### config.mk
export PLATFORM = sky130hd
export DESIGN_NAME = tfb_engine
export DESIGN_NICKNAME = d
export VERILOG_FILES = /design/src/rtl/core/tfb_pkg.sv /design/src/rtl/core/tfb_engine.sv
export SDC_FILE = /design/constraint.sdc
export NUM_CORES = 1
export LEC_CHECK = 0
export ABC_AREA = 0
export BUFFER_PORTS_ARGS = -buffer_cell sky130_fd_sc_hd__buf_2
export CAP_MARGIN = 20
export CORE_MARGIN = 5
export CORE_UTILIZATION = 30
export DETAILED_ROUTE_END_ITERATION = 6
export GPL_ROUTABILITY_DRIVEN = 1
export PLACE_DENSITY = 0.55
export SYNTH_ARGS = -nofsm -noshare
export SYNTH_HDL_FRONTEND = slang
export SYNTH_SLANG_ARGS = --single-unit
export TNS_END_PERCENT = 50
### constraint.sdc
create_clock -name clk -period 12.97 [get_ports clk]
set_input_delay 1.297 -clock clk [delete_from_list [all_inputs] [get_ports clk]]
set_output_delay 1.297 -clock clk [all_outputs]
set_load 0.02 [all_outputs]
### src/rtl/core/tfb_pkg.sv
// Package with shared types and constants of the text framebuffer blitter.
package tfb_pkg;

	localparam int DEF_MAX_COLUMNS = 128;
	localparam int DEF_MAX_ROWS    = 64;

	localparam int IN_TDATA_W  = 56;
	localparam int OUT_TDATA_W = 16;

	localparam logic [7:0] BLANK_CHAR = 8'h20;

	localparam logic [7:0] RST_SCREEN_WIDTH  = 8'd80;
	localparam logic [6:0] RST_SCREEN_HEIGHT = 7'd25;
	localparam logic [7:0] RST_TB_BORDER     = 8'd45;
	localparam logic [7:0] RST_SIDE_BORDER   = 8'd124;

	typedef enum logic [2:0] {
		MODE_BLIT    = 3'd0,
		MODE_OUTLINE = 3'd1,
		MODE_FILL    = 3'd2,
		MODE_CLEAR   = 3'd3,
		MODE_READ    = 3'd4
	} mode_t;

	typedef enum logic [1:0] {
		CFG_SCREEN_WIDTH  = 2'd0,
		CFG_SCREEN_HEIGHT = 2'd1,
		CFG_TB_BORDER     = 2'd2,
		CFG_SIDE_BORDER   = 2'd3
	} cfg_reg_t;

	typedef enum logic [2:0] {
		ST_CLEAR,
		ST_IDLE,
		ST_SWEEP,
		ST_READ,
		ST_HOLD
	} eng_state_t;

	// Effective screen geometry and border characters.
	typedef struct packed {
		logic [7:0] width;
		logic [6:0] height;
		logic [7:0] tb_border;
		logic [7:0] side_border;
	} cfg_t;

	typedef struct packed {
		logic [7:0] transparent_char;
		logic [7:0] glyph;
		logic [6:0] size_y;
		logic [7:0] size_x;
		logic [7:0] pos_y;
		logic [8:0] pos_x;
		logic [2:0] mode;
	} cmd_t;

	typedef struct packed {
		logic       valid;
		logic [7:0] read_char;
		logic       status;
	} res_t;

endpackage

### src/rtl/core/tfb_engine.sv
// Drawing sequencer: decodes commands, sweeps rectangles and clears the store.
module tfb_engine #(
	parameter int COL_W = 7,
	parameter int ROW_W = 6
) (
	input  logic                     clk,
	input  logic                     arst_n,
	input  tfb_pkg::cfg_t            cfg,
	input  logic                     in_valid,
	output logic                     in_ready,
	input  tfb_pkg::cmd_t            cmd,
	input  logic                     out_free,
	output tfb_pkg::res_t            res,
	output logic                     mem_we,
	output logic [COL_W+ROW_W-1:0]   mem_waddr,
	output logic [7:0]               mem_wdata,
	output logic [COL_W+ROW_W-1:0]   mem_raddr,
	input  logic [7:0]               mem_rdata
);

	localparam int ADDR_W = COL_W + ROW_W;

	tfb_pkg::eng_state_t state_q, state_d;
	logic [ADDR_W-1:0]   clr_q;

	logic [7:0]        x_q, x0_q, x1_q;
	logic [6:0]        y_q, y1_q;
	logic [7:0]        glyph_q;
	logic              outline_q;
	logic signed [10:0] left_q, right_q;
	logic signed [9:0]  top_q, bot_q;
	logic [7:0]        hold_rc_q;
	logic              hold_st_q;

	// Rectangle bounds from the incoming command.
	logic signed [10:0] px_ext, x_end, w_ext, x1_clip, x0_ext;
	logic signed [9:0]  py_ext, y_end, h_ext, y1_clip, y0_ext;
	logic               box_empty;
	logic               is_clear;
	logic [7:0]         ld_x0, ld_x1;
	logic [6:0]         ld_y0, ld_y1;

	// Frame read decode.
	logic [8:0] w_p1;
	logic [7:0] h_p1;
	logic       frame_out, on_tb, on_side, blit_vis;
	logic [7:0] px_m1;
	logic [6:0] py_m1;

	logic       on_edge, last_x, last_y;
	logic       fin, fin_st, load_sweep;
	logic [7:0] fin_rc;

	assign is_clear = (tfb_pkg::mode_t'(cmd.mode) == tfb_pkg::MODE_CLEAR);

	always_comb begin
		px_ext  = $signed({{2{cmd.pos_x[8]}}, cmd.pos_x});
		x_end   = px_ext + $signed({3'b000, cmd.size_x});
		w_ext   = $signed({3'b000, cfg.width});
		x1_clip = (x_end > w_ext) ? w_ext : x_end;
		x0_ext  = cmd.pos_x[8] ? 11'sd0 : $signed({3'b000, cmd.pos_x[7:0]});

		py_ext  = $signed({{2{cmd.pos_y[7]}}, cmd.pos_y});
		y_end   = py_ext + $signed({3'b000, cmd.size_y});
		h_ext   = $signed({3'b000, cfg.height});
		y1_clip = (y_end > h_ext) ? h_ext : y_end;
		y0_ext  = cmd.pos_y[7] ? 10'sd0 : $signed({3'b000, cmd.pos_y[6:0]});

		if (is_clear) begin
			box_empty = (cfg.width == 8'd0) || (cfg.height == 7'd0);
			ld_x0     = 8'd0;
			ld_x1     = cfg.width;
			ld_y0     = 7'd0;
			ld_y1     = cfg.height;
		end else begin
			box_empty = (x1_clip <= x0_ext) || (y1_clip <= y0_ext);
			ld_x0     = x0_ext[7:0];
			ld_x1     = x1_clip[7:0];
			ld_y0     = y0_ext[6:0];
			ld_y1     = y1_clip[6:0];
		end
	end

	always_comb begin
		w_p1      = {1'b0, cfg.width} + 9'd1;
		h_p1      = {1'b0, cfg.height} + 8'd1;
		frame_out = cmd.pos_x[8] || cmd.pos_y[7] || (cmd.pos_x > w_p1) || (cmd.pos_y > h_p1);
		on_tb     = (cmd.pos_y == 8'd0) || (cmd.pos_y == h_p1);
		on_side   = (cmd.pos_x == 9'd0) || (cmd.pos_x == w_p1);
		px_m1     = cmd.pos_x[7:0] - 8'd1;
		py_m1     = cmd.pos_y[6:0] - 7'd1;
		blit_vis  = !cmd.pos_x[8] && !cmd.pos_y[7] && (cmd.pos_x[7:0] < cfg.width)
			&& (cmd.pos_y[6:0] < cfg.height);
	end

	assign mem_raddr = {py_m1[ROW_W-1:0], px_m1[COL_W-1:0]};

	assign on_edge = ($signed({3'b000, x_q}) == left_q) || ($signed({3'b000, x_q}) == right_q)
		|| ($signed({3'b000, y_q}) == top_q) || ($signed({3'b000, y_q}) == bot_q);
	assign last_x  = ((x_q + 8'd1) == x1_q);
	assign last_y  = ((y_q + 7'd1) == y1_q);

	always_comb begin
		state_d    = state_q;
		in_ready   = 1'b0;
		mem_we     = 1'b0;
		mem_waddr  = {y_q[ROW_W-1:0], x_q[COL_W-1:0]};
		mem_wdata  = glyph_q;
		fin        = 1'b0;
		fin_rc     = 8'd0;
		fin_st     = 1'b0;
		load_sweep = 1'b0;
		res        = '0;

		unique case (state_q)
			tfb_pkg::ST_CLEAR: begin
				mem_we    = 1'b1;
				mem_waddr = clr_q;
				mem_wdata = tfb_pkg::BLANK_CHAR;
				if (&clr_q) begin
					state_d = tfb_pkg::ST_IDLE;
				end
			end
			tfb_pkg::ST_IDLE: begin
				in_ready = 1'b1;
				if (in_valid) begin
					case (tfb_pkg::mode_t'(cmd.mode))
						tfb_pkg::MODE_BLIT: begin
							mem_we    = blit_vis && (cmd.glyph != cmd.transparent_char);
							mem_waddr = {cmd.pos_y[ROW_W-1:0], cmd.pos_x[COL_W-1:0]};
							mem_wdata = cmd.glyph;
							fin       = 1'b1;
							fin_st    = !blit_vis;
						end
						tfb_pkg::MODE_OUTLINE, tfb_pkg::MODE_FILL, tfb_pkg::MODE_CLEAR: begin
							if (box_empty) begin
								fin    = 1'b1;
								fin_st = !is_clear;
							end else begin
								load_sweep = 1'b1;
								state_d    = tfb_pkg::ST_SWEEP;
							end
						end
						tfb_pkg::MODE_READ: begin
							if (frame_out) begin
								fin    = 1'b1;
								fin_st = 1'b1;
							end else if (on_tb) begin
								fin    = 1'b1;
								fin_rc = cfg.tb_border;
							end else if (on_side) begin
								fin    = 1'b1;
								fin_rc = cfg.side_border;
							end else begin
								state_d = tfb_pkg::ST_READ;
							end
						end
						default: begin
							fin    = 1'b1;
							fin_st = 1'b1;
						end
					endcase
				end
			end
			tfb_pkg::ST_SWEEP: begin
				mem_we = !outline_q || on_edge;
				if (last_x && last_y) begin
					fin = 1'b1;
				end
			end
			tfb_pkg::ST_READ: begin
				fin    = 1'b1;
				fin_rc = mem_rdata;
			end
			tfb_pkg::ST_HOLD: begin
				if (out_free) begin
					res.valid     = 1'b1;
					res.read_char = hold_rc_q;
					res.status    = hold_st_q;
					state_d       = tfb_pkg::ST_IDLE;
				end
			end
			default: begin
				state_d = tfb_pkg::ST_IDLE;
			end
		endcase

		// A finished result goes straight to the output stage when it has room.
		if (fin) begin
			if (out_free) begin
				res.valid     = 1'b1;
				res.read_char = fin_rc;
				res.status    = fin_st;
				state_d       = tfb_pkg::ST_IDLE;
			end else begin
				state_d = tfb_pkg::ST_HOLD;
			end
		end
	end

	always_ff @(posedge clk or negedge arst_n) begin
		if (!arst_n) begin
			state_q <= tfb_pkg::ST_CLEAR;
			clr_q   <= '0;
		end else begin
			state_q <= state_d;
			if (state_q == tfb_pkg::ST_CLEAR) begin
				clr_q <= clr_q + 1'b1;
			end
		end
	end

	always_ff @(posedge clk) begin
		if (fin && !out_free) begin
			hold_rc_q <= fin_rc;
			hold_st_q <= fin_st;
		end
		if (load_sweep) begin
			x_q       <= ld_x0;
			x0_q      <= ld_x0;
			x1_q      <= ld_x1;
			y_q       <= ld_y0;
			y1_q      <= ld_y1;
			glyph_q   <= is_clear ? tfb_pkg::BLANK_CHAR : cmd.glyph;
			outline_q <= (tfb_pkg::mode_t'(cmd.mode) == tfb_pkg::MODE_OUTLINE);
			left_q    <= px_ext;
			right_q   <= x_end - 11'sd1;
			top_q     <= py_ext;
			bot_q     <= y_end - 10'sd1;
		end else if (state_q == tfb_pkg::ST_SWEEP) begin
			if (last_x) begin
				x_q <= x0_q;
				y_q <= y_q + 7'd1;
			end else begin
				x_q <= x_q + 8'd1;
			end
		end
	end

endmodule

==> run metrics <==
number of DRC violations after detailed routing 0; Required @ worst endpoint 11.67 ns; Clk pin slew, worst setup/hold paths 0.07 ns; pre-CTS setup slack approximately 4.9 ns; vias in the first global route 7498; area of the die around 34000 µm²; maximum clock skew at final layout 0.00659 ns; final cell utilization of the core about a third; row count 64; clock sink count between 100 and 150; maximum capacitance violations 0; outcome finished, final reports clean; setup slack on the worst flop-to-flop path 9.49 ns; Cells after Synth 967; number of detailed-route iterations in the first pass 4; count of state elements after synthesis between 100 and 150; Tcrit/Tclk final between 60% and 70%; # hold bufs at CTS 0; CP top delay family compound AO/OA/AOI/OAI gates; post-CTS setup repair buffer count 0; global placer's final weighted congestion between 0.8 and 0.9; antenna diode count 0; initial DRC count between 400 and 500; initial core utilization 30.2%; Clock H-tree levels 3; post-detailed-placement half-perimeter wirelength roughly 22000 µm; slew of the pin with the lowest slew margin 1.02 ns; worst relative slew slack between 30% and 40%; placed insts between 1000 and 1500; maximum achievable frequency about 120 MHz; most used cell along the critical path sky130_fd_sc_hd__ha_1; Worst Slack Setup Final 4.86 ns; Lkg Pwr 0.00426 µW; maximum fanout along the worst path 17; clock tree from TritonCTS yes; cell chain of the critical path buf_2 -> ha_1 -> inv_1 -> fa_1 -> nor2b_1 -> o21ai_0 -> a21oi_1 -> nor3_1 -> xnor2_1 -> ha_1 -> nand4_1 -> o22a_1 -> o31ai_1 -> a21oi_4 -> mux2_2 -> ha_1 -> a21oi_1 -> o21ai_0 -> a221oi_1 -> nor4_2 -> a31oi_2 -> a211oi_4 -> a21boi_0 -> buf_2; ratio of routed vias to standard cells about 5.3; wire length of the first global-routing pass between 40000 and 50000 µm; Setup Viol. Count Final 0; Buf+Inv Stages, Crit Path 3; overall fraction of global-route tracks in use around 16%; cell depth of the worst min-delay path 1; count of flip-flops with a built-in enable after synthesis 94; number of cells in the finished layout apart from fillers approximately 1500; number of gates resized after cts 0; setup repair after global routing missed its margin false; most frequently used flop master after synthesis sky130_fd_sc_hd__edfxtp_1; final antenna-violating net count 0; clock latency at the later pin of the worst-skew pair around 0.35 ns; kind of launch point of the worst setup path primary input; capturing element type of the critical path output pin; antenna violations before repair 3; Synth Net Count ~1200; Synth warnings 0; portion of the post-synthesis area used by sequential elements roughly a third; global route overflow 0; post-synthesis average cell area between 9 and 10 µm²; boundary pin count 140; area of the mapped netlist just over 9000 µm²; Synth cell types 80; Worst Path Arrival between 6 and 7 ns; Worst Reg2Reg Path Length in Cells 8; startpoint of the lowest-slack hold path clr_q[12]; end point of the most critical hold path clr_q[12]; count of pins over their slew limit 0; critical register-to-register path startpoint x_q[0]; final critical-path required period about 8.1 ns; peak ir drop on the vdd network between 60 and 70 µV; share of layout cells above drive strength 1 18.0%; net count reported at finish 1268; setup total negative slack 0 ns; share of flip-flops with an asynchronous set or reset after synthesis about 15%; Setup Crit Path Kind primary input to output pin; most frequent cells in the layout sky130_fd_sc_hd__buf_2, sky130_fd_sc_hd__edfxtp_1, sky130_fd_sc_hd__ha_1, sky130_fd_sc_hd__nand2_1, sky130_fd_sc_hd__xnor2_1; synth-to-layout area growth 14.7%; most common cell after layout, fill and taps aside sky130_fd_sc_hd__buf_2; Clock Root Buffer sky130_fd_sc_hd__clkbuf_16; CP peak stage delay 0.53 ns; DR WL/cell 19.0 µm; floorplan core area a little over 30000 µm²; Power Dens Cells roughly 140 nW/µm²; total of buffers placed on input and output ports about 140; worst hold-check path type flop to flop; number of hold-slack violations in the final timing report 0; total via count in the routed design slightly below 8000; r2r endpoint y_q[0]; number of buffers between clock root and the deepest sink 2; pin count of the biggest net entering global routing just over 90; clock buffers created by TritonCTS 9; Die Width approximately 180 µm; CP max stage cell sky130_fd_sc_hd__xnor2_1; Die Span Y 185 µm; wire length reported by the detailed router between 20000 and 30000 µm
-- through the flow --
step | hold WS, ns | power [µW] | area (µm²)
after floorplan | 0.463 | 957 | 9180
after global placement | 0.484 | 1160 | 10200
after detailed placement | 0.487 | 1170 | 10200
after CTS | 0.500 | 1440 | 10500
after global routing | 0.528 | 1530 | 10500
final | 0.500 | 1430 | 10500
-- cell usage after synthesis (14+ instances only) --
cell type,instances,share of area [%]
sky130_fd_sc_hd__edfxtp_1,94,31
sky130_fd_sc_hd__ha_1,89,12
sky130_fd_sc_hd__nand2_1,80,3.3
sky130_fd_sc_hd__xnor2_1,70,6.7
sky130_fd_sc_hd__xor2_1,50,4.8
sky130_fd_sc_hd__nor2_1,47,1.9
sky130_fd_sc_hd__o21ai_0,47,2.6
sky130_fd_sc_hd__a21oi_1,46,2.5
sky130_fd_sc_hd__inv_1,39,1.6
sky130_fd_sc_hd__nand3_1,39,2.1
sky130_fd_sc_hd__o22ai_1,35,2.4
sky130_fd_sc_hd__nor3_1,24,1.3
sky130_fd_sc_hd__a22o_1,22,2.1
sky130_fd_sc_hd__clkbuf_1,20,0.82
sky130_fd_sc_hd__and3_1,18,1.2
sky130_fd_sc_hd__nand4_1,18,1.2
sky130_fd_sc_hd__buf_2,16,0.87
sky130_fd_sc_hd__dfrtp_1,16,4.4
sky130_fd_sc_hd__nand2b_1,15,1.0
sky130_fd_sc_hd__and2_1,14,0.95
-- area by class of cell --
type	count	area, µm²
timing repair buffer	146	746
clock inverter	7	53.8
sequential	110	3220
inverter	39	146
clock buffer	9	225
fill	3140	19900
tap	396	495
multi-input combinational	777	5640
-- layer usage --
metal  up-vias  share of wire, %  global-route usage (%)
met4         6               1.4                    3.38
met1      3728                46                    22.4
met5         -              0.12                       0
li1       3823                 -                       -
met2       222                46                    26.1
met3        30               6.2                    2.99
-- cells by family after synthesis --
logic type / Yosys count / share of synthesized area [%]
XOR/XNOR: 120 / 11.4
adder cells (fa/ha/maj): 91 / 12.6
flip-flops: 110 / 35.1
buffers and inverters: 80 / 3.61
AND/OR/NAND/NOR: 319 / 18.3
multiplexers: 19 / 2.26
AO/OA/AOI/OAI: 228 / 16.8
-- report_power, final --
group	internal (µW)	leakage [µW]	switching [µW]	total, µW
registers	441	0.00107	54.2	495
clock network	133	0.000138	133	267
logic	253	0.00306	417	670
-- how the worst max path moves through the flow --
stage,end,cells after the start,slack [ns],from
floorplan,res[9],22,5.76,cmd[12]
global placement,res[9],22,5.07,cmd[4]
detailed placement,res[9],23,4.88,cmd[4]
CTS,res[9],23,4.88,cmd[4]
global route,res[9],24,4.41,cmd[3]
finish,res[9],24,4.86,cmd[3]
-- flip-flops by register name, summed over array words and instances, names as in the netlist --
register   cells
state_q        3
glyph_q        8
bot_q         10
right_q       11
y_q            7
top_q          8
x_q            8
x0_q           8
hold_st_q      1
hold_rc_q      8
y1_q           7
x1_q           8
left_q         9
outline_q      1
clr_q         13
Note: power is estimated with default switching activity, not from simulation.
